===== config.mk =====
export PLATFORM = sky130hd
export DESIGN_NAME = four_stacks_in_shared_memory_unit_flat
export DESIGN_NICKNAME = d
export VERILOG_FILES = /design/src/hw/rtl/fss_pkg.sv /design/src/hw/rtl/fss_channels_if.sv /design/src/hw/rtl/fss_ram.sv /design/src/hw/rtl/four_stacks_in_shared_memory_unit.sv /design/src/flat_wrapper.sv
export VERILOG_INCLUDE_DIRS = /design/src /design/src/hw/rtl
export SDC_FILE = /design/constraint.sdc
export NUM_CORES = 1
export LEC_CHECK = 0
export BUFFER_PORTS_ARGS = -buffer_cell sky130_fd_sc_hd__buf_2
export CORE_UTILIZATION = 35
export DETAILED_ROUTE_END_ITERATION = 8
export GPL_TIMING_DRIVEN = 0
export HOLD_SLACK_MARGIN = 0.05
export SYNTH_ARGS = -nofsm -noshare
export SYNTH_HDL_FRONTEND = slang
export SYNTH_SLANG_ARGS = --single-unit

===== constraint.sdc =====
create_clock -name clk -period 7 [get_ports clk]
set_input_delay 0.35 -clock clk [delete_from_list [all_inputs] [get_ports clk]]
set_output_delay 0.35 -clock clk [all_outputs]
set_load 0.005 [all_outputs]

===== src/hw/rtl/four_stacks_in_shared_memory_unit_defines.svh =====
// Assertion helpers used by the stack unit RTL.
`ifndef FOUR_STACKS_IN_SHARED_MEMORY_UNIT_DEFINES_SVH
`define FOUR_STACKS_IN_SHARED_MEMORY_UNIT_DEFINES_SVH

// Same-cycle implication, disabled during reset.
`define FSS_ASSERT_NOW(label, ck, rs, ante, cons, msg) \
  label: assert property (@(posedge ck) disable iff (rs) (ante) |-> (cons)) \
    else $error(msg);

// Next-cycle implication, disabled during reset.
`define FSS_ASSERT_NEXT(label, ck, rs, ante, cons, msg) \
  label: assert property (@(posedge ck) disable iff (rs) (ante) |=> (cons)) \
    else $error(msg);

`endif


===== src/hw/rtl/fss_pkg.sv =====
`timescale 1ns / 1ps

package fss_pkg;

  // Default size of the shared store, in words.
  localparam int STORE_DEPTH = 16;
  localparam int DATA_W      = 32;
  localparam int NUM_STACKS  = 4;

  // Command codes; the fourth code is a no-op.
  typedef enum logic [1:0] {
    CMD_PUSH = 2'd0,
    CMD_POP  = 2'd1,
    CMD_PEEK = 2'd2
  } cmd_t;

  // Result status codes.
  typedef enum logic [1:0] {
    ST_DONE     = 2'd0,
    ST_OVERFLOW = 2'd1,
    ST_EMPTY    = 2'd2
  } status_t;

endpackage


===== src/hw/rtl/fss_channels_if.sv =====
`timescale 1ns / 1ps

// Command channel: one stack operation per beat.
interface fss_cmd_if;
  logic                              valid;
  logic                              ready;
  logic [1:0]                        command;
  logic [1:0]                        stack_id;
  logic signed [fss_pkg::DATA_W-1:0] push_value;

  modport source (output valid, command, stack_id, push_value, input ready);
  modport sink   (input valid, command, stack_id, push_value, output ready);
endinterface

// Result channel: one result per command.
interface fss_res_if;
  logic                              valid;
  logic                              ready;
  logic [1:0]                        status;
  logic signed [fss_pkg::DATA_W-1:0] top_value;

  modport source (output valid, status, top_value, input ready);
  modport sink   (input valid, status, top_value, output ready);
endinterface


===== src/hw/rtl/fss_ram.sv =====
`timescale 1ns / 1ps

// Simple dual-port RAM, one write and one registered read port.
module fss_ram #(
  parameter int WIDTH = fss_pkg::DATA_W,
  parameter int DEPTH = fss_pkg::STORE_DEPTH
) (
  input  logic                     clk,
  input  logic                     we,
  input  logic [$clog2(DEPTH)-1:0] waddr,
  input  logic [WIDTH-1:0]         wdata,
  input  logic                     re,
  input  logic [$clog2(DEPTH)-1:0] raddr,
  output logic [WIDTH-1:0]         rdata
);

  logic [WIDTH-1:0] mem [DEPTH];

  always_ff @(posedge clk) begin
    if (we) begin
      mem[waddr] <= wdata;
    end
    if (re) begin
      rdata <= mem[raddr];
    end
  end

endmodule


===== src/hw/rtl/four_stacks_in_shared_memory_unit.sv =====
`timescale 1ns / 1ps
//  channel  dir  fields                          beat
//  cmd      in   command, stack_id, push_value   one stack operation
//  res      out  status, top_value               one result per command
//
//  One command per cycle unless the result slot is stalled; its result appears the cycle after acceptance.
//  Stack counts and the result slot live in flip-flops; the store is one RAM
//  with a single write and a single registered read port, used at most once per command.
//  Synchronous reset empties all four stacks; store contents are not cleared.
//  cmd.ready is low in reset, else drops only while a result is held and res.ready is low.

`include "four_stacks_in_shared_memory_unit_defines.svh"

module four_stacks_in_shared_memory_unit #(
  parameter int STORE_DEPTH = fss_pkg::STORE_DEPTH
) (
  input logic     clk,
  input logic     rst,
  fss_cmd_if.sink cmd,
  fss_res_if.source res
);

  localparam int HALF = STORE_DEPTH / 2;
  localparam int AW   = $clog2(STORE_DEPTH);
  localparam int CW   = $clog2(HALF + 1);
  localparam int NS   = fss_pkg::NUM_STACKS;

  // Per-stack element counts.
  logic [CW-1:0] cnt      [NS];
  logic [CW-1:0] cnt_next [NS];

  // Result slot.
  logic                   out_valid;
  fss_pkg::status_t       out_status;
  logic                   out_use_rd;
  logic [fss_pkg::DATA_W-1:0] rd_data;

  logic cmd_fire;
  logic is_push;
  logic is_read;
  logic is_pop;

  // Per-stack conditions and addresses, each at a fixed place.
  logic [NS-1:0] full;
  logic [NS-1:0] empty;
  logic [AW-1:0] wr_addr_l [NS];
  logic [AW-1:0] rd_addr_l [NS];

  logic          sel_full;
  logic          sel_empty;
  logic          do_write;
  logic          do_read;

  assign cmd.ready = !rst && (!out_valid || res.ready);
  assign cmd_fire  = cmd.valid && cmd.ready;
  assign is_push   = cmd.command == fss_pkg::CMD_PUSH;
  assign is_pop    = cmd.command == fss_pkg::CMD_POP;
  assign is_read   = is_pop || (cmd.command == fss_pkg::CMD_PEEK);

  // Lane logic: fullness of the half, emptiness, next push and top address.
  for (genvar g = 0; g < NS; g++) begin : g_lane
    localparam logic [AW-1:0] BASE = AW'((g / 2) * HALF);
    localparam logic [AW-1:0] TOPW = AW'((g / 2) * HALF + HALF - 1);
    logic [AW-1:0] pos;

    assign pos      = AW'(cnt[g]);
    assign full[g]  = ({1'b0, cnt[g]} + {1'b0, cnt[g ^ 1]}) >= (CW + 1)'(HALF);
    assign empty[g] = cnt[g] == '0;

    if ((g % 2) == 0) begin : g_up
      assign wr_addr_l[g] = BASE + pos;
      assign rd_addr_l[g] = BASE + pos - AW'(1);
    end else begin : g_down
      assign wr_addr_l[g] = TOPW - pos;
      assign rd_addr_l[g] = TOPW - pos + AW'(1);
    end
  end

  assign sel_full  = full[cmd.stack_id];
  assign sel_empty = empty[cmd.stack_id];
  assign do_write  = cmd_fire && is_push && !sel_full;
  assign do_read   = cmd_fire && is_read && !sel_empty;

  // Count update.
  always_comb begin
    for (int i = 0; i < NS; i++) begin
      cnt_next[i] = cnt[i];
      if (cmd.stack_id == 2'(i)) begin
        if (do_write) begin
          cnt_next[i] = cnt[i] + CW'(1);
        end else if (do_read && is_pop) begin
          cnt_next[i] = cnt[i] - CW'(1);
        end
      end
    end
  end

  always_ff @(posedge clk) begin
    if (rst) begin
      for (int i = 0; i < NS; i++) begin
        cnt[i] <= '0;
      end
    end else begin
      cnt <= cnt_next;
    end
  end

  // Shared element store.
  fss_ram #(
    .WIDTH (fss_pkg::DATA_W),
    .DEPTH (STORE_DEPTH)
  ) u_store (
    .clk   (clk),
    .we    (do_write),
    .waddr (wr_addr_l[cmd.stack_id]),
    .wdata (cmd.push_value),
    .re    (do_read),
    .raddr (rd_addr_l[cmd.stack_id]),
    .rdata (rd_data)
  );

  // Result register; the RAM read register holds while the slot is stalled.
  always_ff @(posedge clk) begin
    if (rst) begin
      out_valid <= 1'b0;
    end else if (cmd_fire) begin
      out_valid <= 1'b1;
    end else if (res.ready) begin
      out_valid <= 1'b0;
    end
  end

  always_ff @(posedge clk) begin
    if (cmd_fire) begin
      out_use_rd <= do_read;
      if (is_push && sel_full) begin
        out_status <= fss_pkg::ST_OVERFLOW;
      end else if (is_read && sel_empty) begin
        out_status <= fss_pkg::ST_EMPTY;
      end else begin
        out_status <= fss_pkg::ST_DONE;
      end
    end
  end

  assign res.valid     = out_valid;
  assign res.status    = out_status;
  assign res.top_value = out_use_rd ? rd_data : '0;

  // Checks.
  `FSS_ASSERT_NOW(a_low_half_fits, clk, rst, 1'b1,
    ({1'b0, cnt[0]} + {1'b0, cnt[1]}) <= (CW + 1)'(HALF), "lower half overfilled")
  `FSS_ASSERT_NOW(a_high_half_fits, clk, rst, 1'b1,
    ({1'b0, cnt[2]} + {1'b0, cnt[3]}) <= (CW + 1)'(HALF), "upper half overfilled")
  `FSS_ASSERT_NEXT(a_push_counts, clk, rst, do_write,
    cnt[$past(cmd.stack_id)] == $past(cnt[cmd.stack_id]) + CW'(1), "push lost count")
  `FSS_ASSERT_NOW(a_err_zero_top, clk, rst, out_valid && out_status != fss_pkg::ST_DONE,
    !out_use_rd, "error result carries data")
  `FSS_ASSERT_NOW(a_ready_only_stall, clk, rst, !cmd.ready,
    out_valid && !res.ready, "ready low without stall")

endmodule

===== src/flat_wrapper.sv =====
// flat-port wrapper written by rule: the top's interface ports become plain ports
module four_stacks_in_shared_memory_unit_flat 
#(
  parameter int STORE_DEPTH = fss_pkg::STORE_DEPTH
)
  (clk, rst, cmd_valid, cmd_command, cmd_stack_id, cmd_push_value, cmd_ready, res_valid, res_status, res_top_value, res_ready);
  fss_cmd_if cmd_i ();
  fss_res_if res_i ();
  input logic clk;
  input logic rst;
  input wire logic [$bits(cmd_i.valid)-1:0] cmd_valid;
  input wire logic [$bits(cmd_i.command)-1:0] cmd_command;
  input wire logic [$bits(cmd_i.stack_id)-1:0] cmd_stack_id;
  input wire logic [$bits(cmd_i.push_value)-1:0] cmd_push_value;
  output wire logic [$bits(cmd_i.ready)-1:0] cmd_ready;
  output wire logic [$bits(res_i.valid)-1:0] res_valid;
  output wire logic [$bits(res_i.status)-1:0] res_status;
  output wire logic [$bits(res_i.top_value)-1:0] res_top_value;
  input wire logic [$bits(res_i.ready)-1:0] res_ready;
  assign cmd_i.valid = cmd_valid;
  assign cmd_i.command = cmd_command;
  assign cmd_i.stack_id = cmd_stack_id;
  assign cmd_i.push_value = cmd_push_value;
  assign cmd_ready = cmd_i.ready;
  assign res_valid = res_i.valid;
  assign res_status = res_i.status;
  assign res_top_value = res_i.top_value;
  assign res_i.ready = res_ready;
  four_stacks_in_shared_memory_unit #(.STORE_DEPTH(STORE_DEPTH)) u_core (.clk(clk), .rst(rst), .cmd(cmd_i), .res(res_i));
endmodule

== After elaboration in Yosys (flattened, before gate mapping) ==
Memory sizes are Yosys's and may differ from the RTL's. A register that Yosys moved wholly into a read port is not among the register bits.
Index checks and enable logic that the tools add are counted.

* Memories: 1
* Logic and storage cells: 85
* Input port bits: 40
* RAM bits: 512
* Register bits after elaboration: 20

{| class="wikitable"
|+ Memories
! name !! words !! width !! read ports !! clocked after memory_dff !! write ports !! RTL line !! RTL
|-
| u_core.u_store.mem || 16 || 32 || 1 || 1 || 1 || fss_ram.sv:17 || <nowiki>logic [WIDTH-1:0] mem [DEPTH];</nowiki>
|}

* Multiplexer cells: 24
* $lt $le $gt $ge: 4
* Bitwise gates (word level): 1
* Reduce and logical (&&, ||, !) cells: 27
* Eq/ne operators: 5
* Add/sub/neg operators: 16

{| class="wikitable"
|+ Operator list
! cell !! count
|-
| $mux 4 || 12
|-
| $mux 32 || 1
|-
| $add 4x1->4 const B || 6
|-
| $sub 4x1->4 const B || 5
|-
| $bmux 4 s2 || 2
|-
| $logic_not 4->1 || 4
|-
| $add 4x4->5 || 2
|-
| $ge 5x4->1 const B || 2
|-
| $logic_and 1x1->1 || 9
|-
| $reduce_and 2->1 || 4
|-
| $eq 2x2->1 const B || 3
|-
| $mux 1 || 6
|-
| $add 4x4->4 const A || 1
|-
| $bmux 1 s2 || 2
|-
| $eq 2x1->1 const B || 2
|-
| $logic_not 1->1 || 4
|-
| $logic_not 2->1 || 2
|-
| $reduce_bool 2->1 || 2
|-
| $sub 3x4->4 const A || 1
|-
| $sub 4x4->4 const A || 1
|-
| $ge 3x3->1 const B || 1
|-
| $lt 2x3->1 const B || 1
|-
| $not 2->3 || 1
|-
| $logic_or 1x1->1 || 2
|-
| $mux 2 || 1
|}

== Longest topological paths before layout ==
Gate-level depths: netlist (run 1).

* Depth in word-level cells: 9
* Depth in mapped cells: 13

== By module ==
Synthesis (run 1) repeated with hierarchy kept, for this count alone.

* Cell total of the unflattened synthesis: 1061
* Area, all modules: 22162.5 um2

{| class="wikitable"
|+ By module, submodules not included
! module !! area each (um2) !! instances !! cells each
|-
| fss_ram || 20155.6 || 1 || 838
|-
| four_stacks_in_shared_memory_unit || 2006.9 || 1 || 223
|}

== Worst setup path before layout (run 1) ==
OpenSTA, ideal clock, no wires.

* Path type: reg2reg
* From: register u_core.cnt, in the netlist u_core.g_lane[1].pos[2]
* To: memory u_core.u_store.mem[10][0] (netlist bit) (enable)
* Required time: 6.532 ns
* Arrival time: 4.360 ns
* Period minus slack after synthesis: 4.828 ns
* Cell stages (with the launch flop): 8
* Setup slack: 2.172 ns
* Cell sequence: dfxtp_1 -> ha_1 -> or3_1 -> or4b_1 -> o22ai_4 -> nand2b_1 -> clkbuf_1 -> nor3b_1

* Cells in the longest elaborated chain, start to end: 8

{| class="wikitable"
|+ Ends and longest elaborated chain
! item !! RTL line !! RTL
|-
| from (decl) || four_stacks_in_shared_memory_unit.sv:29 || <nowiki>logic [CW-1:0] cnt [NS];</nowiki>
|-
| from (signal assigned) || four_stacks_in_shared_memory_unit.sv:104 || <nowiki>cnt <= cnt_next;</nowiki>
|-
| $add 4x4->5 || four_stacks_in_shared_memory_unit.sv:67 || <nowiki>assign full[g] = ({1'b0, cnt[g]} + {1'b0, cnt[g ^ 1]}) >= (CW + 1)'(HALF);</nowiki>
|-
| $ge 5x4->1 || four_stacks_in_shared_memory_unit.sv:67 ||
|-
| $bmux 1 s2 || four_stacks_in_shared_memory_unit.sv:79 || <nowiki>assign sel_full = full[cmd.stack_id];</nowiki>
|-
| $mux 1 (not written as such) || four_stacks_in_shared_memory_unit.sv:79 ||
|-
| $logic_not 1->1 || four_stacks_in_shared_memory_unit.sv:81 || <nowiki>assign do_write = cmd_fire && is_push && !sel_full;</nowiki>
|-
| $logic_and 1x1->1 || four_stacks_in_shared_memory_unit.sv:81 ||
|-
| $mux 1 || fss_ram.sv:20 || <nowiki>if (we) begin</nowiki>
|-
| $mux 1 (not written as such) || fss_ram.sv:21 || <nowiki>mem[waddr] <= wdata;</nowiki>
|-
| to (decl) || fss_ram.sv:17 ||
|}

Parallel ways exist; a longest one is shown, timed or not. The select of a mux whose other input is x is not followed.

== Worst setup path after layout (run 1) ==
* From: register u_core.cnt, in the netlist u_core.g_lane[2].pos[0]
* To: register u_core.cnt, in the netlist u_core.g_lane[1].pos[3]

* Cells in the longest elaborated chain, start to end: 8

{| class="wikitable"
|+ Ends and longest elaborated chain
! item !! RTL line
|-
| $add 4x4->5 / $logic_not 4->1 (equally long branches) || four_stacks_in_shared_memory_unit.sv:67, four_stacks_in_shared_memory_unit.sv:68
|-
| $ge 5x4->1 / $bmux 1 s2 (equally long branches) || four_stacks_in_shared_memory_unit.sv:67, four_stacks_in_shared_memory_unit.sv:80
|-
| $bmux 1 s2 / $mux 1 (equally long branches) || four_stacks_in_shared_memory_unit.sv:79, four_stacks_in_shared_memory_unit.sv:80
|-
| $mux 1 (not written as such) / $logic_not 1->1 (equally long branches) || four_stacks_in_shared_memory_unit.sv:79, four_stacks_in_shared_memory_unit.sv:82
|-
| $logic_not 1->1 / $logic_and 1x1->1 (equally long branches) || four_stacks_in_shared_memory_unit.sv:81, four_stacks_in_shared_memory_unit.sv:82
|-
| $logic_and 1x1->1 (on tied branches) || four_stacks_in_shared_memory_unit.sv:81, four_stacks_in_shared_memory_unit.sv:91
|-
| $reduce_bool 2->1 (no source line) || n/a
|-
| $reduce_and 2->1 (no source line) || n/a
|}

Parallel ways exist; a longest one is shown, timed or not. The select of a mux whose other input is x is not followed.
A chain may end at the register's enable or synchronous reset.

==> impl_metrics.yaml, run 1 <==
cells_and_area:
  drive_gt1_share_pct: 19.33
  fillers: 5894
  syn_to_final_growth_pct: 16.94
  layout_common_cells: "547 x edfxtp_1, 258 x mux2i_1, 96 x buf_2, 86 x a21oi_1, 81 x nor2_1"
  mostFrequentLayoutCell: "edfxtp_1"
  instances_no_fill: 2489
  post-route-util_pct: 41.30
  layout.nets: 1649
die:
  fp.dieW_um: 259.6
  die_y_um: 259.6
  start_util_pct: 35.32
  core_area_mm2: 0.06575
  core.rowCount: 94
  dieArea_mm2: 0.06737
  num_io_pins: 76
route:
  drt-wirelength-per-cell_um: 22.57
  drt.antenna.violating_nets: 0
  drt_iter0_markers: 881
  dr.pass1.iters: 5
  drc: 0
  viasPerCell: 5.128
  routed_wirelength_um: 56180
  via_count: 12760
synth:
  async_flop_share_pct: 0
  synth_nets: 1466
  yosys.area_share.simple_pct: 4.365
  synth_ff_type: "edfxtp_1"
  syn_inst: 1400
  synth_top_family_by_area: "multiplexers"
  avgSynthCellArea_um2: 16.58
  ys_seq_elements: 564
  synth_xor_area_share_pct: 0.2641
  ys_warn_count: 0
  synthAdderAreaFrac_pct: 1.563
  ys_seq_area_share_pct: 72.21
  yosysUniqueCellTypes: 51
  synth_edf_count: 547
  synth_mux_area_share_pct: 14.86
  syn-cell-area_mm2: 0.02322
  synth_compound_area_share_pct: 5.065
sta:
  fin_skew_ps: 20.29
  report.final.hold_viol_count: 0
  slew_viol_final: 0
  final.setup.tns_ps: 0
  worst_pin_slew_ps: 1102
  finalCriticalPeriod_ps: 4087
  max_slew_margin_pct: 26.13
  finalSetupViolations: 0
  grt_setup_unrepaired: "false"
  fmaxAchievable_mhz: 244.7
  period_share_pct: 58.39
clock_tree:
  clockRootBuffer: "clkbuf_16"
  clock_latency_ps: 620
  htreeDepth: 2
  cts_num_sinks: 564
  ctsResizeCount: 0
  cts_inserted_buffers: 55
  cts_buffer_depth: 3
  clkTransAtPathRegs_ps: 60
  cts_tree: "done"
hold_path:
  holdCritPathClass: "input pin to register"
  hp-start: "cmd_push_value[16]"
worst_setup_path:
  critPathLaunch: "u_core.g_lane[2].pos[0]"
  critPathKind: "register to register"
  cp_max_fo: 10
  crit_path_end_kind: "register"
  crit_arrival_ps: 4630
  cp.required_ps: 7540
  cp-start-kind: "register"
  r2r_start: "u_core.g_lane[2].pos[0]"
global_routing:
  grt_pass1_wl_um: 82640
  grt_usage_pct: 16.67
  overflow: 0
  grt_max_degree: 23
  antenna_found_initial: 1
  grt_pass1_vias: 12980
power:
  p_per_area_mw_per_mm2: 261.1
  leakage_nw: 9.494
  vdd_drop_max_v: 0.0001940
run_status:
  outcome: "finished clean"
run:
  max_cap_violations: 0
placed_design:
  numPortBuffers: 73
  hpwl_um: 38280
  placedCellCount: 2388
  gp_congestion: 0.8182
synth_stat cells (2+ instances only):
master | instances | area [um^2]
dfxtp_1 | 17 | 340.3
o221ai_1 | 32 | 280.3
a21oi_1 | 86 | 430.4
and2_1 | 32 | 200.2
xnor2_1 | 5 | 43.79
nor3b_1 | 2 | 15.01
a21o_1 | 2 | 15.01
fa_1 | 5 | 100.1
buf_2 | 23 | 115.1
or4_1 | 7 | 52.55
clkbuf_1 | 48 | 180.2
nand3_1 | 12 | 60.06
mux2_2 | 60 | 675.7
nor2_1 | 85 | 319.1
nand2b_1 | 7 | 43.79
mux4_2 | 5 | 112.6
inv_1 | 19 | 71.32
a22oi_1 | 32 | 240.2
buf_1 | 4 | 15.01
o31ai_1 | 2 | 15.01
xor2_1 | 2 | 17.52
o21ai_1 | 7 | 35.03
a211oi_1 | 5 | 37.54
mux2i_1 | 258 | 2582
nand4_1 | 3 | 18.77
nor4b_1 | 3 | 26.28
nor3_1 | 13 | 65.06
or3_1 | 3 | 18.77
nand2_1 | 9 | 33.78
and3_1 | 3 | 18.77
nor2b_1 | 7 | 43.79
o21ai_0 | 2 | 10.01
or2_2 | 2 | 12.51
mux2_1 | 7 | 78.83
a311oi_1 | 2 | 17.52
ha_1 | 21 | 262.8
edfxtp_1 | 547 | 16430
nor4_1 | 7 | 43.79
o31a_1 | 2 | 17.52
path summary, 6_finish.rpt:
| path | depth (start not counted) | slack, ps | end |
|---|---|---|---|
| hold reg to reg | 1 | 590 | u_core.g_lane[1].pos[3] |
| setup reg to reg | 13 | 2910 | u_core.g_lane[1].pos[3] |
| setup / recovery | 13 | 2910 | u_core.g_lane[1].pos[3] |
| hold / removal | 1 | 100 | u_core.u_store.mem[15][16] |
layer usage:
| layer | global-route usage, % | wire length, um |
|---|---|---|
| met4 | 4.820 | 1228 |
| met2 | 28.91 | 27880 |
| met3 | 2.226 | 2416 |
| met1 | 21.70 | 24660 |
| met5 | 0 | 0 |
registers in the layout (all words and copies together), names as in the netlist:
register,cells
u_core.u_store.mem,512
u_core.u_store.rdata,32
u_core.g_lane.pos,16
u_core.res.status,2
u_core.out_use_rd,1
u_core.res.valid,1
metrics by stage:
stage | area, um^2 | worst slack [ps] | power, mW | hold slack [ps]
6_report | 27150 | 2913 | 7.089 | 99.39
4_1_cts | 27150 | 2930 | 7.147 | 73.48
2_1_floorplan | 23220 | 2172 | 4.090 | 448.9
5_1_grt | 27150 | 2700 | 7.297 | 92.27
3_3_place_gp | 24660 | -880.8 | 4.280 | 546.2
3_5_place_dp | 25390 | 2943 | 4.296 | 563.7
layout make-up:
cell class	count	area, um^2	area share (%)
flip-flops and latches	564	16770	61.75
multi-input cells	741	6155	22.67
clock buffers	64	1431	5.272
well taps	864	1081	3.982
repair buffers	126	1018	3.751
plain buffers	76	317.8	1.171
clock inverters	34	307.8	1.134
inverters	19	71.32	0.2627
diodes	1	2.502	0.009217
critical path: stages, from the launching register on:
cell and delay, ps:
dfxtp_1 510, ha_1 250, inv_1 60, fa_1 340, and3_1 160, a211oi_1 610
o22ai_4 240, inv_1 390, ha_1 360, a21oi_1 170, nand2_1 80, or4_1 410
a21oi_1 200, mux2i_1 210
logic make-up after synthesis:
family / count (synthesis)
fa+ha+maj: 26
xor+xnor: 7
simple gates: 199
mux: 330
compound gates: 179
buf+inv: 95
flops: 564
what timing repair did:
action / 4_1_cts / 5_1_grt
setup buffers: 0 / 0
hold buffers: 2 / 0
hold endpoints to repair: 1 / 0
power breakdown:
group	switching [mW]	internal (mW)	total, mW
logic	0.325	0.169	0.494
registers	0.00626	3.72	3.73
clock network	1.25	1.61	2.87
(Power assumes the default switching activity.)
==> run 2: changes to the inputs <==
==> constraint.sdc (replaced) <==
create_clock -name clk -period 4.3 [get_ports clk]
set_input_delay 0.215 -clock clk [delete_from_list [all_inputs] [get_ports clk]]
set_output_delay 0.215 -clock clk [all_outputs]
set_load 0.005 [all_outputs]
==> impl_metrics.yaml, run 2 (synthesis results as in run 1) <==
power:
  p_int_mw: 8.943
  p_sw_share_pct: 22.29
  p_total_mw: 11.51
  leakage_nw: 9.607
  vdd_drop_max_v: 0.0002833
  seq_power_share_pct: 52.8
  clkPwrFrac_pct: 40.1
  combPwrFrac_pct: 7.2
  p_per_area_mw_per_mm2: 418.9
  p_switching_mw: 2.565
route:
  drt.antenna.violating_nets: 0
  drc: 0
  via_count: 12800
  routed_wirelength_um: 55660
  drt-wirelength-per-cell_um: 22.16
  viasPerCell: 5.097
  dr.pass1.iters: 5
  drt_iter0_markers: 984
sta:
  finalSetupViolations: 0
  finalCriticalPeriod_ps: 4063
  max_slew_margin_pct: 30.77
  setup_ws_ps: 236.7
  final.setup.tns_ps: 0
  grt_setup_unrepaired: "false"
  slew_viol_final: 0
  report.final.hold_viol_count: 0
  worst_pin_slew_ps: 1033
  fin_skew_ps: 21.76
  fmaxAchievable_mhz: 246.1
  period_share_pct: 94.50
die:
  start_util_pct: 35.32
  die_y_um: 259.6
  core.rowCount: 94
  fp.dieW_um: 259.6
  dieArea_mm2: 0.06737
  core_area_mm2: 0.06575
  num_io_pins: 76
worst_setup_path:
  cp_max_fo: 12
  reg2reg_depth: 9
  cp_slowest_stage_delay_ps: 790
  cp-start-kind: "register"
  crit_path_end_kind: "register"
  r2r_start: "u_core.g_lane[1].pos[2]"
  cp.required_ps: 4620
  crit_arrival_ps: 4380
  path_depth: 9
  worst-path-buf-inv: 3
  path_common_cell: "buf_16"
  critPathLaunch: "u_core.g_lane[1].pos[2]"
  critPathKind: "register to register"
  crit_family: "simple AND/OR/NAND/NOR gates"
  path_cells: "ha_1 > or3_1 > or4b_1 > o22ai_4 > buf_2 > nand2_1 > nor3_4 > buf_16 > buf_16"
  cp_slowest_cell: "nor3_4"
clock_tree:
  cts_tree: "done"
  cts_inserted_buffers: 54
  htreeDepth: 2
  cts_buffer_depth: 3
  clkTransAtPathRegs_ps: 60
  postCtsSetupRepairBufs: 0
  cts_num_sinks: 564
  clock_latency_ps: 630
  clockRootBuffer: "clkbuf_16"
global_routing:
  grt_pass1_wl_um: 81810
  overflow: 0
  grt_usage_pct: 16.53
  grt_pass1_vias: 12840
  antenna_found_initial: 1
  grt_max_degree: 22
cells_and_area:
  largest_reg_flops: 512
  layout_common_cells: "547 x edfxtp_1, 258 x mux2i_1, 96 x buf_2, 86 x a21oi_1, 81 x nor2_1"
  drive_gt1_share_pct: 18.39
  layout.nets: 1675
  syn_to_final_growth_pct: 18.31
  antenna_cells: 0
  top_register: "u_core.u_store.mem"
  mostFrequentLayoutCell: "edfxtp_1"
placed_design:
  hpwl_um: 37480
  gp_congestion: 0.8198
  numPortBuffers: 73
  dp_slack_ps: 233.1
run:
  max_cap_violations: 0
run_status:
  outcome: "finished clean"
hold_path:
  hp-start: "cmd_command[1]"
  holdPathStages: 5
  holdCritPathClass: "input pin to register"
run 2: power groups by stage:
| stage | registers, mW | logic (mW) | clock network, mW |
|---|---|---|---|
| detailed placement | 6.19 | 0.804 | 0 |
| global placement | 6.19 | 0.776 | 0 |
| floorplan | 6.19 | 0.471 | 0 |
| finish | 6.07 | 0.828 | 4.61 |
| CTS | 6.07 | 0.834 | 4.71 |
| global route | 6.07 | 0.891 | 4.88 |
run 2: path summary, 6_finish.rpt:
path / endpoint / slack, ps
worst min register to register: u_core.g_lane[1].pos[3] / 580
worst max-delay path: u_core.u_store.mem[0][0] / 240
worst min-delay path: u_core.res.status[0] / 200
worst max register to register: u_core.u_store.mem[0][0] / 240
run 2: per-stage QoR:
| step | utilization (%) | instance area, um^2 | instances | hold slack [ps] |
|---|---|---|---|---|
| final | 41.78 | 27470 | 2512 | 196.9 |
| after global routing | 41.78 | 27470 | 2512 | 217.9 |
| after CTS | 41.77 | 27470 | 2512 | 164.6 |
| after detailed placement | 38.63 | 25400 | 2381 | 448.3 |
| after global placement | 37.55 | 24680 | 2337 | 436.5 |
| after floorplan | - | 23240 | 1400 | 313.9 |
run 2: area by class of cell:
| type | count | area [um^2] |
|---|---|---|
| buffer | 76 | 317.8 |
| timing repair buffer | 153 | 1341 |
| multi-input combinational | 741 | 6185 |
| sequential | 564 | 16770 |
| inverter | 19 | 71.32 |
| fill | 5824 | 38280 |
| clock buffer | 66 | 1418 |
| tap | 864 | 1081 |
| clock inverter | 29 | 290.3 |
run 2: repair_timing:
action	CTS	global route
hold endpoints to repair	516	0
resized for setup	0	1
hold buffers	36	0
endpoints found under the setup margin	0	2
run 2: worst min-delay path: cells and delay by family:
family / cells / cell delay (ps)
adders and majority gates: 1 / 170
buffers and inverters: 3 / 190
and+or+nand+nor: 1 / 60
run 2: routing by layer:
layer	vias to the layer above	global-route usage (%)	routed length [um]
met5	-	0	0
met4	0	5.327	1478
met3	102	2.470	2318
met2	321	28.74	27940
met1	6492	21.09	23930
li1	5888	-	-
==> run 3: changes to the inputs <==
--- a/config.mk
+++ b/config.mk
@@ -7,10 +7,13 @@
 export NUM_CORES = 1
 export LEC_CHECK = 0
 export BUFFER_PORTS_ARGS = -buffer_cell sky130_fd_sc_hd__buf_2
-export CORE_UTILIZATION = 35
+export CELL_PAD_IN_SITES_DETAIL_PLACEMENT = 1
+export CELL_PAD_IN_SITES_GLOBAL_PLACEMENT = 1
+export CORE_UTILIZATION = 50
 export DETAILED_ROUTE_END_ITERATION = 8
 export GPL_TIMING_DRIVEN = 0
 export HOLD_SLACK_MARGIN = 0.05
+export PLACE_DENSITY_LB_ADDON = 0.1
 export SYNTH_ARGS = -nofsm -noshare
 export SYNTH_HDL_FRONTEND = slang
 export SYNTH_SLANG_ARGS = --single-unit
==> impl_metrics.yaml, run 3 (synthesis results as in run 1) <==
run_status:
  outcome: "finished clean"
sta:
  report.final.hold_viol_count: 0
  grt_setup_unrepaired: "false"
  period_share_pct: 95.45
  fmaxAchievable_mhz: 243.6
  finalSetupViolations: 0
  worst_pin_slew_ps: 1079
  max_slew_margin_pct: 28.09
  slew_viol_final: 0
  timing.hold.ws_ps: 100.2
  fin_skew_ps: 24.08
  finalCriticalPeriod_ps: 4104
  setup_ws_ps: 195.6
  final.setup.tns_ps: 0
global_routing:
  overflow: 0
  grt_pass1_wl_um: 88800
  grt_pass1_vias: 13990
  grt_usage_pct: 25.68
  met1_usage_pct: 35.25
  antenna_found_initial: 0
  grt_busiest_layer: "met2"
  use_met2_pct: 42.63
  grtUsageMet3_pct: 3.863
  grt_max_degree: 22
worst_setup_path:
  worst-path-buf-inv: 7
  cp.required_ps: 4610
  path_common_cell: "buf_6"
  cp_slowest_cell: "nor3b_2"
  cp-start-kind: "register"
  cp_max_fo: 10
  critPathKind: "register to register"
  cp_slowest_stage_delay_ps: 630
  reg2reg_depth: 10
  crit_family: "buffers and inverters"
  rrSetupSlack_ps: 200
  r2r_start: "u_core.g_lane[1].pos[0]"
  crit_path_end_kind: "register"
  crit_arrival_ps: 4410
  rr_endpoint: "u_core.u_store.mem[14][12]"
  path_cells: "inv_1 > mux4_2 > clkbuf_1 > clkbuf_1 > buf_2 > or2_2 > nor3b_2 > buf_6 > buf_6 > buf_6"
power:
  vdd_drop_max_v: 0.0003254
  p_per_area_mw_per_mm2: 430.7
  leakage_nw: 9.643
  p_total_mw: 11.72
hold_path:
  worstHoldEndpoint: "u_core.g_lane[0].pos[1]"
  hp-start: "cmd_stack_id[1]"
  holdCritPathClass: "input pin to register"
  holdPathStages: 3
clock_tree:
  clockRootBuffer: "clkbuf_16"
  clkTransAtPathRegs_ps: 60
  clock_latency_ps: 610
  cts_tree: "done"
  cts_inserted_buffers: 59
  htreeDepth: 2
  cts_buffer_depth: 3
  cts_num_sinks: 564
die:
  core.rowCount: 78
  die_y_um: 217.5
  fp.dieW_um: 217.5
  start_util_pct: 50.94
  core_area_mm2: 0.04558
  dieArea_mm2: 0.04730
  num_io_pins: 76
placed_design:
  gp_congestion: 0.8221
  dpl_cell_area_mm2: 0.02506
  numPortBuffers: 73
  placedCellCount: 2115
  dp_slack_ps: 210.7
  hpwl_um: 39320
cells_and_area:
  antenna_cells: 0
  layout.nets: 1677
  largest_reg_flops: 512
  fin_area_mm2: 0.02722
  drive_gt1_share_pct: 18.07
  fillers: 4136
  mostFrequentLayoutCell: "edfxtp_1"
  syn_to_final_growth_pct: 17.23
  layout_common_cells: "547 x edfxtp_1, 258 x mux2i_1, 96 x buf_2, 86 x a21oi_1, 81 x nor2_1"
  top_register: "u_core.u_store.mem"
  post-route-util_pct: 59.72
  instances_no_fill: 2255
route:
  viasPerCell: 5.870
  drt-wirelength-per-cell_um: 26.41
  drt_iter0_markers: 1110
  routed_wirelength_um: 59550
  dr.pass1.iters: 4
  drc: 0
  via_count: 13240
  drt.antenna.violating_nets: 0
run:
  max_cap_violations: 0
==> run 3: cell count changes in the layout (fill, tap and decap cells not counted), moves of 2 or more <==
| cell | previous run | this run |
|---|---|---|
| buf_4 | 2 | 6 |
| clkinv_2 | 8 | 3 |
| clkbuf_16 | 55 | 60 |
| clkinv_16 | 2 | 0 |
| buf_6 | 30 | 23 |
| clkbuf_1 | 59 | 65 |
| buf_16 | 4 | 6 |
| clkinv_1 | 12 | 18 |
==> run 3: tightest hold or removal path, cell delays in order <==
cell and delay [ps]:
buf_4 160, or2_2 200, o32ai_1 90
==> run 3: worst max-delay path by stage <==
| stage | from | to | slack (ps) | depth (start not counted) |
|---|---|---|---|---|
| 6_report | u_core.g_lane[1].pos[0] | u_core.u_store.mem[14][12] | 200 | 10 |
| 5_1_grt | u_core.g_lane[1].pos[0] | u_core.u_store.mem[11][7] | 20 | 9 |
| 4_1_cts | u_core.g_lane[1].pos[0] | u_core.u_store.mem[10][7] | 170 | 9 |
| 3_5_place_dp | u_core.g_lane[1].pos[0] | u_core.u_store.mem[10][12] | 210 | 9 |
| 3_3_place_gp | u_core.g_lane[3].pos[0] | u_core.u_store.mem[14][10] | -3710 | 7 |
| 2_1_floorplan | u_core.g_lane[1].pos[2] | u_core.u_store.mem[10][0] | -530 | 7 |
==> run 3: final cells by class <==
type	instances	area [um^2]	share of cell area, %
Clock inverter	28	235.2	0.8642
Clock buffer	77	1565	5.750
Buffer	76	317.8	1.168
Tap cell	600	750.7	2.758
Inverter	19	71.32	0.2620
Timing Repair Buffer	150	1323	4.859
Sequential cell	564	16770	61.60
Multi-Input combinational cell	741	6191	22.74
==> run 3: routing by layer <==
metal	vias to the layer above	routed length (um)	part of all wire [%]
met4	0	1456	2.4
met3	96	2426	4.1
li1	5911	-	-
met5	-	0	0
met1	6913	26380	44
met2	316	29280	49
==> run 3: report_power, final <==
group	switching, mW	internal [mW]	leakage (nW)	total (mW)
clock	2.04	2.78	0.868	4.81
combinational	0.541	0.295	3.72	0.836
sequential	0.0100	6.06	5.06	6.07
==> run 3: repair_timing <==
action	in CTS	in global routing
setup buffers	0	0
endpoints found under the setup margin	0	6
resized for setup	0	2
hold endpoints to repair	515	0
hold buffers	35	0
